## config.mk

```make
export PLATFORM = sky130hd
export DESIGN_NAME = rsbn_cmp
export DESIGN_NICKNAME = d
export VERILOG_FILES = /design/src/rtl/rsbn_pkg.sv /design/src/rtl/rsbn_cmp.sv
export SDC_FILE = /design/constraint.sdc
export NUM_CORES = 1
export LEC_CHECK = 0
export ABC_AREA = 1
export BUFFER_PORTS_ARGS = -buffer_cell sky130_fd_sc_hd__buf_2
export CORE_AREA = 2 2 294 296
export DETAILED_ROUTE_END_ITERATION = 16
export DIE_AREA = 0 0 296 298
export GPL_ROUTABILITY_DRIVEN = 1
export SLEW_MARGIN = 25
export SYNTH_ARGS = -nofsm -noshare
export SYNTH_HDL_FRONTEND = slang
export SYNTH_SLANG_ARGS = --single-unit
```

## constraint.sdc

```tcl
create_clock -name vclk -period 3.2
set_clock_uncertainty 0.15 [all_clocks]
set_input_delay 0.32 -clock vclk [all_inputs]
set_output_delay 0.32 -clock vclk [all_outputs]
set_load 0.01 [all_outputs]
```

## src/rtl/rsbn_pkg.sv

```systemverilog
`default_nettype none

package rsbn_pkg;

   // store capacity and the widths that follow from it
   localparam int MAX_RECORDS = 16;
   localparam int IDX_W       = (MAX_RECORDS > 1) ? $clog2(MAX_RECORDS) : 1;
   localparam int CNT_W       = $clog2(MAX_RECORDS + 1);

   // name key: 30 bytes, first character in the top byte
   localparam int NAME_BYTES = 30;
   localparam int NAME_W     = 8 * NAME_BYTES;

   // one record; packed so that the first field sits in the highest bits
   typedef struct packed {
      logic [63:0] height_bits;
      logic [63:0] weight_bits;
      logic [7:0]  age_value;
      logic [47:0] key_d;
      logic [63:0] key_c;
      logic [63:0] key_b;
      logic [63:0] key_a;
   } rec_type;

   localparam int REC_W = $bits(rec_type);

   // record store port controls
   typedef struct packed {
      logic             we;
      logic [IDX_W-1:0] waddr;
      logic             re;
      logic [IDX_W-1:0] raddr_a;
      logic [IDX_W-1:0] raddr_b;
   } mem_ctl_type;

   // sequencer states
   typedef enum logic [2:0] {
      ST_LOAD,
      ST_PREP,
      ST_SORT_RD,
      ST_SORT_CMP,
      ST_SORT_WR_A,
      ST_SORT_WR_B,
      ST_EMIT_RD,
      ST_EMIT_OUT
   } state_type;

endpackage

`default_nettype wire

```

## src/rtl/rsbn_cmp.sv

```systemverilog
`default_nettype none

module rsbn_cmp (
   input  wire rsbn_pkg::rec_type rec_a,
   input  wire rsbn_pkg::rec_type rec_b,
   output logic                   a_after_b
);
   import rsbn_pkg::*;

   logic [NAME_W-1:0]     name_a;
   logic [NAME_W-1:0]     name_b;
   logic [NAME_BYTES-1:0] stop;
   logic [NAME_BYTES-1:0] greater;
   logic [NAME_BYTES-1:0] first;

   assign name_a = {rec_a.key_a, rec_a.key_b, rec_a.key_c, rec_a.key_d};
   assign name_b = {rec_b.key_a, rec_b.key_b, rec_b.key_c, rec_b.key_d};

   // per byte: a difference or a terminating zero decides the order
   always_comb begin
      for (int k = 0; k < NAME_BYTES; k++) begin
         stop[k]    = (name_a[NAME_W-1-8*k -: 8] != name_b[NAME_W-1-8*k -: 8])
                      || (name_a[NAME_W-1-8*k -: 8] == 8'd0);
         greater[k] = name_a[NAME_W-1-8*k -: 8] > name_b[NAME_W-1-8*k -: 8];
      end
   end

   // earliest deciding byte, character 0 first
   assign first     = stop & (~stop + NAME_BYTES'(1));
   assign a_after_b = |(first & greater);

endmodule

`default_nettype wire

```

; Word-level counts from Yosys, hierarchy flattened
; Index checks and enable logic that the tools add are counted.
[op_classes]
n_reduce_logical = 61
magnitude_cmp = 30
add_sub_neg = 1
n_eq_ne = 30
bitwise = 3
[op_table]
columns = op, count
row1 = > comparator 8 bit, 30
row2 = zero test 8 bit, 30
row3 = != test 8 bit, 30
row4 = AND 30 bit, 2
row5 = adder 30 x 1 -> 30 bit (second input constant), 1
row6 = logical OR 1 bit, 30
row7 = NOT 30 bit, 1
row8 = OR reduction 30 bit, 1
[word_totals]
register_bits = 0
out_inout_bits = 1

; Logic depth before layout (Yosys ltp)
; Gate-level depths: netlist (run 1).
[logic_depth]
ltp_word = 7
ltp_mapped = 17
depth_no_buf = 17

; Least setup slack after synthesis (run 1)
; OpenSTA, ideal clock, no wires.
[synth_timing]
path_type = input -> output
startpoint = in rec_b[63] (netlist name)
endpoint = out a_after_b
required_time_ns = 2.730
setup_slack_ns = 0.996
t_arrival_ns = 1.734
path_stages = 16
path_buffers = 0
path_cell_list = inv_1 > ha_1 > nand2_2 > nor2_4 > nand2_2 > nor2_2 > nand2_2 > nor2_4 > nand3_4 > nor2_2 > nand2_1 > nand2_1 > inv_1 > nand2_1 > nor2_1 > nand2_1
[synth_between]
elab_chain_cells = 7
elab_cells_between_ends = 8
[synth_lines]
columns = item, line_no
row1 = start: declaration, rsbn_cmp.sv:5  ; input wire rsbn_pkg::rec_type rec_b,
row2 = != test 8 bit, rsbn_cmp.sv:22  ; stop[k] = (name_a[NAME_W-1-8*k -: 8] != name_b[NAME_W-1-8*k -: 8])
row3 = logical OR 1 bit, rsbn_cmp.sv:23  ; || (name_a[NAME_W-1-8*k -: 8] == 8'd0);
row4 = NOT 30 bit, rsbn_cmp.sv:29  ; assign first = stop & (~stop + NAME_BYTES'(1));
row5 = adder 30 x 1 -> 30 bit, rsbn_cmp.sv:29
row6 = AND 30 bit, rsbn_cmp.sv:29
row7 = AND 30 bit (*), rsbn_cmp.sv:30  ; assign a_after_b = |(first & greater);
row8 = OR reduction 30 bit (*), rsbn_cmp.sv:30
row9 = end: declaration, rsbn_cmp.sv:6  ; output logic a_after_b
; Mark *: on every way between the ends. The rest lies on a longest branch, timed or not.

; Worst setup path after layout (run 1)
[layout_timing]
startpoint = in rec_b[187] (netlist name)
endpoint = out a_after_b
; Same word-level chain as after synthesis.

==> flow_metrics.env, run 1 <==
export IMPL_syn_inst=1467
export IMPL_vias=10400
export IMPL_seq_cell_count=0
export IMPL_final_antenna_net_count=0
export IMPL_drt_total_wl_mm=42.2
export IMPL_io_buffer_count=481
export IMPL_p_leak_nw=7.25
export IMPL_track_usage=0.0906
export IMPL_rows=107
export IMPL_dp_cells=3128
export IMPL_worstMarginPinSlew_ns=0.653
export IMPL_yosysTopAreaCell="ha_1"
export IMPL_start_util=0.0953
export IMPL_drt_iter0_drc=249
export IMPL_synthToLayoutAreaGrowth_pct=52.8
export IMPL_vdd_drop_max_v=0.0000392
export IMPL_synth_xor_area_frac=0
export IMPL_detail_route_wl_per_cell_um=13.4
export IMPL_drv_cap=0
export IMPL_drcViolationCount=0
export IMPL_required_ns=2.73
export IMPL_fin_ws_ns=0.159
export IMPL_power_density_nw_per_um2=96.6
export IMPL_crit_path_start_kind="input port"
export IMPL_io_pin_count=753
export IMPL_final_cells=3142
export IMPL_die_x_um=296
export IMPL_fin_crit_ns=3.04
export IMPL_die_area_um2=88200
export IMPL_dpl_cell_area_um2=12200
export IMPL_n_fill_cell=10100
export IMPL_yosys_warnings=0
export IMPL_grt_pass1_vias=10200
export IMPL_cp_max_fo=2
export IMPL_hold_path_depth=11
export IMPL_finish_instance_area_um2=12400
export IMPL_grt_pass1_wl_mm=58.4
export IMPL_min_to="a_after_b"
export IMPL_status="finished clean"
export IMPL_synth_area_leaders="ha_1 (37%), inv_1 (16%), nand2_1 (16%)"
export IMPL_hpwlAfterDp_mm=41.0
export IMPL_finalCritPeriodShare=0.950
export IMPL_setup_viol=0
export IMPL_grt_max_degree=5
export IMPL_synth_top_area_frac=0.371
export IMPL_syn_nets=2459
export IMPL_path_class="input port to output pin"
export IMPL_die_height_um=298
export IMPL_critical_path_arrival_ns=2.57
export IMPL_dp_slack_ns=-0.111
export IMPL_cp_end_kind="output pin"
export IMPL_synth_compound_area_frac=0.105
export IMPL_utilization=0.146
export IMPL_register_area_um2=0
export IMPL_rsz0062_at_grt="false"
export IMPL_final_nets=2980
export IMPL_slew_limit_headroom=0.561
export IMPL_ys_types=22
export IMPL_worstHoldStart="rec_a[159]"
export IMPL_nClkBuffers=0
export IMPL_syn_area_um2=8090
export IMPL_grt_antenna_before_repair=38
export IMPL_synth_top_family_by_area="adder cells"
export IMPL_synthSimpleGateAreaFrac=0.363
export IMPL_synthMuxAreaShare=0
export IMPL_viasPerCell=3.30
export IMPL_timing_fmax_ghz=0.329
export IMPL_whs_ns=1.46
export IMPL_hold_path_class="input port to output pin"
export IMPL_syn_area_per_cell_um2=5.51
export IMPL_core_area_um2=84900
export IMPL_finalHoldViolCount=0
export IMPL_slew_violations=0
export IMPL_routabilityCongestion=0.875
export IMPL_synth_adder_area_share=0.371
export IMPL_grt_overflow=0
export IMPL_drtPass1Iterations=4
export IMPL_drive_above_1_share=0.291
export IMPL_synth_seq_area_share=0
[per-layer routing]
| metal | global-route usage | routed length [um] |
|---|---|---|
| met5 | 0 | 185 |
| met4 | 0.0123 | 517 |
| met3 | 0.0231 | 3890 |
| met2 | 0.167 | 20200 |
| met1 | 0.107 | 17400 |
[synth_stat cells]
cell / instances
inv_1: 346
nand2_1: 345
nor2_1: 286
ha_1: 240
a21oi_1: 102
nand3_1: 35
o21ai_0: 33
nor2_2: 25
nand2_2: 9
nor3_1: 7
nor2_4: 6
o211ai_1: 5
o21a_1: 5
a21boi_0: 4
nand4_1: 4
o21bai_1: 4
a211oi_1: 3
a21o_1: 2
nand3_2: 2
nand3b_1: 2
inv_2: 1
nand3_4: 1
[area by class of cell]
cell class | count | area [um^2] | share of cell area
antenna | 12 | 30.0 | 0.00243
tap | 1144 | 1430 | 0.116
inverter | 347 | 1300 | 0.105
timing repair buffer | 519 | 2740 | 0.222
multi-input combinational | 1120 | 6860 | 0.555
[stage by stage]
| step | TNS [ns] | power (mW) |
|---|---|---|
| 6_report | 0 | 1.19 |
| 5_1_grt | 0 | 1.41 |
| 4_1_cts | 0 | 1.22 |
| 3_5_place_dp | -0.111 | 1.21 |
| 3_3_place_gp | -0.106 | 1.19 |
| 2_1_floorplan | 0 | 0.619 |
[worst max-delay path, cell delays in order]
cell and delay, ns:
buf_2 0.09, inv_1 0.04, ha_1 0.28, nand2_1 0.07
nor2_1 0.42, nand2_1 0.13, nor2_1 0.12, buf_4 0.14
nand2_1 0.07, nor2_1 0.16, nand3_2 0.09, nor2_2 0.11
nand2_1 0.07, nand2_1 0.06, inv_1 0.03, nand2_1 0.05
nor2_1 0.07, nand2_1 0.09, buf_6 0.14
[cell usage in the layout, fill, tap and decap left out]
| cell | n |
|---|---|
| a211oi_1 | 3 |
| a21boi_0 | 4 |
| a21o_1 | 2 |
| a21oi_1 | 102 |
| buf_12 | 3 |
| buf_2 | 480 |
| buf_4 | 34 |
| buf_6 | 2 |
| diode_2 | 12 |
| ha_1 | 240 |
| inv_1 | 346 |
| inv_2 | 1 |
| nand2_1 | 344 |
| nand2_2 | 10 |
| nand3_1 | 32 |
| nand3_2 | 5 |
| nand3_4 | 1 |
| nand3b_1 | 2 |
| nand4_1 | 4 |
| nor2_1 | 276 |
| nor2_2 | 29 |
| nor2_4 | 12 |
| nor3_1 | 7 |
| o211ai_1 | 5 |
| o21a_1 | 5 |
| o21ai_0 | 33 |
| o21bai_1 | 4 |
[cell families (layout without fill, tap and decap cells)]
kind of cell | count (synthesis) | after routing
AO/OA/AOI/OAI | 158 | 158
other | 0 | 12
AND/OR/NAND/NOR | 722 | 722
adder cells (fa/ha/maj) | 240 | 240
buffers and inverters | 347 | 866
[how the worst max path moves through the flow]
stage	end	start	depth (start not counted)
after floorplan	a_after_b	rec_b[63]	16
after global routing	a_after_b	rec_b[21]	19
after global placement	a_after_b	rec_a[39]	17
after detailed placement	a_after_b	rec_a[37]	17
after CTS	a_after_b	rec_b[181]	19
final	a_after_b	rec_b[187]	19
[power breakdown]
part            total [mW]  switching, mW  internal, mW
Sequential               0              0             0
Combinational         1.19          0.643         0.552
Clock          0.000000496              0   0.000000496
Total                 1.19          0.643         0.552
[timing repair]
| action | 4_1_cts | 5_1_grt |
|---|---|---|
| gates resized for setup | 4 | 20 |
| pin swaps | 0 | 7 |
| endpoints found under the setup margin | 1 | 1 |
| buffers inserted | 0 | 2 |
| hold buffers | 0 | 0 |
(Power assumes the default switching activity.)
==> run 2, diff against run 1 <==
Settings changed: PLACE_DENSITY from default to 0.39.
==> flow_metrics.env, run 2 (synthesized netlist as in run 1, its figures left out) <==
export IMPL_status="finished clean"
export IMPL_die_height_um=298
export IMPL_path_class="input port to output pin"
export IMPL_hold_path_class="input port to output pin"
export IMPL_power_frac_seq=0
export IMPL_dp_slack_ns=-0.126
export IMPL_seq_cell_count=0
export IMPL_utilization=0.148
export IMPL_p_int_mw=0.552
export IMPL_routabilityCongestion=0.807
export IMPL_drt_total_wl_mm=42.5
export IMPL_register_area_um2=0
export IMPL_path_buf_inv=3
export IMPL_grt_pass1_vias=10600
export IMPL_final_cells=3175
export IMPL_final_common_cell="buf_2"
export IMPL_cp_max_fo=2
export IMPL_n_fill_cell=10200
export IMPL_final_cell_mix="buf_2 (480), inv_1 (346), nand2_1 (340)"
export IMPL_switching_power_mw=0.629
export IMPL_grt_pass1_wl_mm=61.0
export IMPL_dp_cells=3158
export IMPL_crit_chain="buf_2 > ha_1 > nand2_1 > nor2_1 > nand2_1 > nor2_2 > nand2_1 > buf_4 > nor2_1 > nand2_1 > nor2_1 > nand2_1 > nand2_2 > nor2_1 > nand2_1 > nor2_1 > nand2_2 > buf_6"
export IMPL_rows=107
export IMPL_slew_limit_headroom=0.594
export IMPL_grt_max_degree=6
export IMPL_setup_tns_ns=0
export IMPL_io_buffer_count=481
export IMPL_finalCritPeriodShare=0.924
export IMPL_power_share_clock=0
export IMPL_final_antenna_net_count=0
export IMPL_vdd_drop_max_v=0.0000311
export IMPL_setup_viol=0
export IMPL_detail_route_wl_per_cell_um=13.4
export IMPL_crit_cells=18
export IMPL_postCtsSetupRepairBufs=0
export IMPL_power_density_nw_per_um2=93.7
export IMPL_cp_slowest_cell="ha_1"
export IMPL_final_nets=3008
export IMPL_io_pin_count=753
export IMPL_critical_path_arrival_ns=2.49
export IMPL_multi_input_area_um2=6900
export IMPL_slew_violations=0
export IMPL_fin_crit_ns=2.96
export IMPL_drv_cap=0
export IMPL_grt_overflow=0
export IMPL_critPathTopFamily="simple AND/OR/NAND/NOR gates"
export IMPL_vias=10200
export IMPL_nClkBuffers=0
export IMPL_hold_path_depth=11
export IMPL_timing_fmax_ghz=0.338
export IMPL_crit_path_start_kind="input port"
export IMPL_die_x_um=296
export IMPL_finalHoldViolCount=0
export IMPL_drive_above_1_share=0.306
export IMPL_core_area_um2=84900
export IMPL_cp_end_kind="output pin"
export IMPL_rsz0062_at_grt="false"
export IMPL_die_area_um2=88200
export IMPL_fin_ws_ns=0.244
export IMPL_holdBufCountCts=0
export IMPL_worstMarginPinSlew_ns=0.606
export IMPL_viasPerCell=3.22
export IMPL_track_usage=0.0930
export IMPL_hpwlAfterDp_mm=41.8
export IMPL_slowest_delay_ns=0.28
export IMPL_required_ns=2.73
export IMPL_drt_iter0_drc=209
export IMPL_start_util=0.0953
export IMPL_netSwitchingFraction=0.533
export IMPL_p_leak_nw=7.38
export IMPL_grt_antenna_before_repair=39
export IMPL_drcViolationCount=0
export IMPL_cp_common_cell="nand2_1"
export IMPL_drtPass1Iterations=4
export IMPL_comb_power_share=1.000
export IMPL_synthToLayoutAreaGrowth_pct=55.6
run 2: changes by cell type in the layout (fill, tap and decap cells not counted), moves of 2 or more:
cell / before / now
nand2_2: 10 / 14
nor2_2: 29 / 37
ha_1: 240 / 238
buf_4: 34 / 65
diode_2: 12 / 17
nand2_1: 344 / 340
buf_12: 3 / 0
nor2_1: 276 / 269
ha_4: 0 / 2
run 2: area by class of cell:
cell class / instances / area share
antenna: 17 / 0.00338
inverter: 347 / 0.103
multi-input combinational: 1120 / 0.548
tap: 1144 / 0.114
timing repair buffer: 547 / 0.231
run 2: power groups by stage:
| stage | combinational (mW) | clock, mW | sequential, mW |
|---|---|---|---|
| after global placement | 1.21 | 0 | 0 |
| final | 1.18 | 0.000000718 | 0 |
| after floorplan | 0.619 | 0 | 0 |
| after global routing | 1.41 | 0.000000125 | 0 |
| after detailed placement | 1.21 | 0 | 0 |
| after CTS | 1.22 | 0 | 0 |
run 2: worst min-delay path: cells and delay by family:
| kind | cells | cell delay (ns) |
|---|---|---|
| buffers and inverters | 2 | 0.22 |
| AND/OR/NAND/NOR | 6 | 0.45 |
| adder cells (fa/ha/maj) | 1 | 0.14 |
| AO/OA/AOI/OAI | 2 | 0.12 |
run 2: stage by stage:
step	hold WS [ns]	area [um^2]	total power, mW
global route	1.54	12600	1.41
finish	1.42	12600	1.18
floorplan	1.03	8090	0.619
CTS	1.52	12400	1.22
detailed placement	1.56	12400	1.21
global placement	1.57	12400	1.21
run 2: repair_timing:
item                       4_1_cts  5_1_grt
setup endpoints to repair        1        1
resized for setup                5       30
pin swaps                        0        6
cloned                           0        0
run 2: final timing paths:
check | to | slack [ns] | startpoint
worst min-delay path | a_after_b | 1.42 | rec_a[175]
worst max-delay path | a_after_b | 0.24 | rec_a[71]
run 2: per-layer routing:
metal  track usage  vias up  wire length (um)
li1              -     5658                 -
met1         0.106     4206             17400
met2         0.172      299             20500
met3        0.0347       40              4240
met4       0.00289       32               207
met5             0        -               206
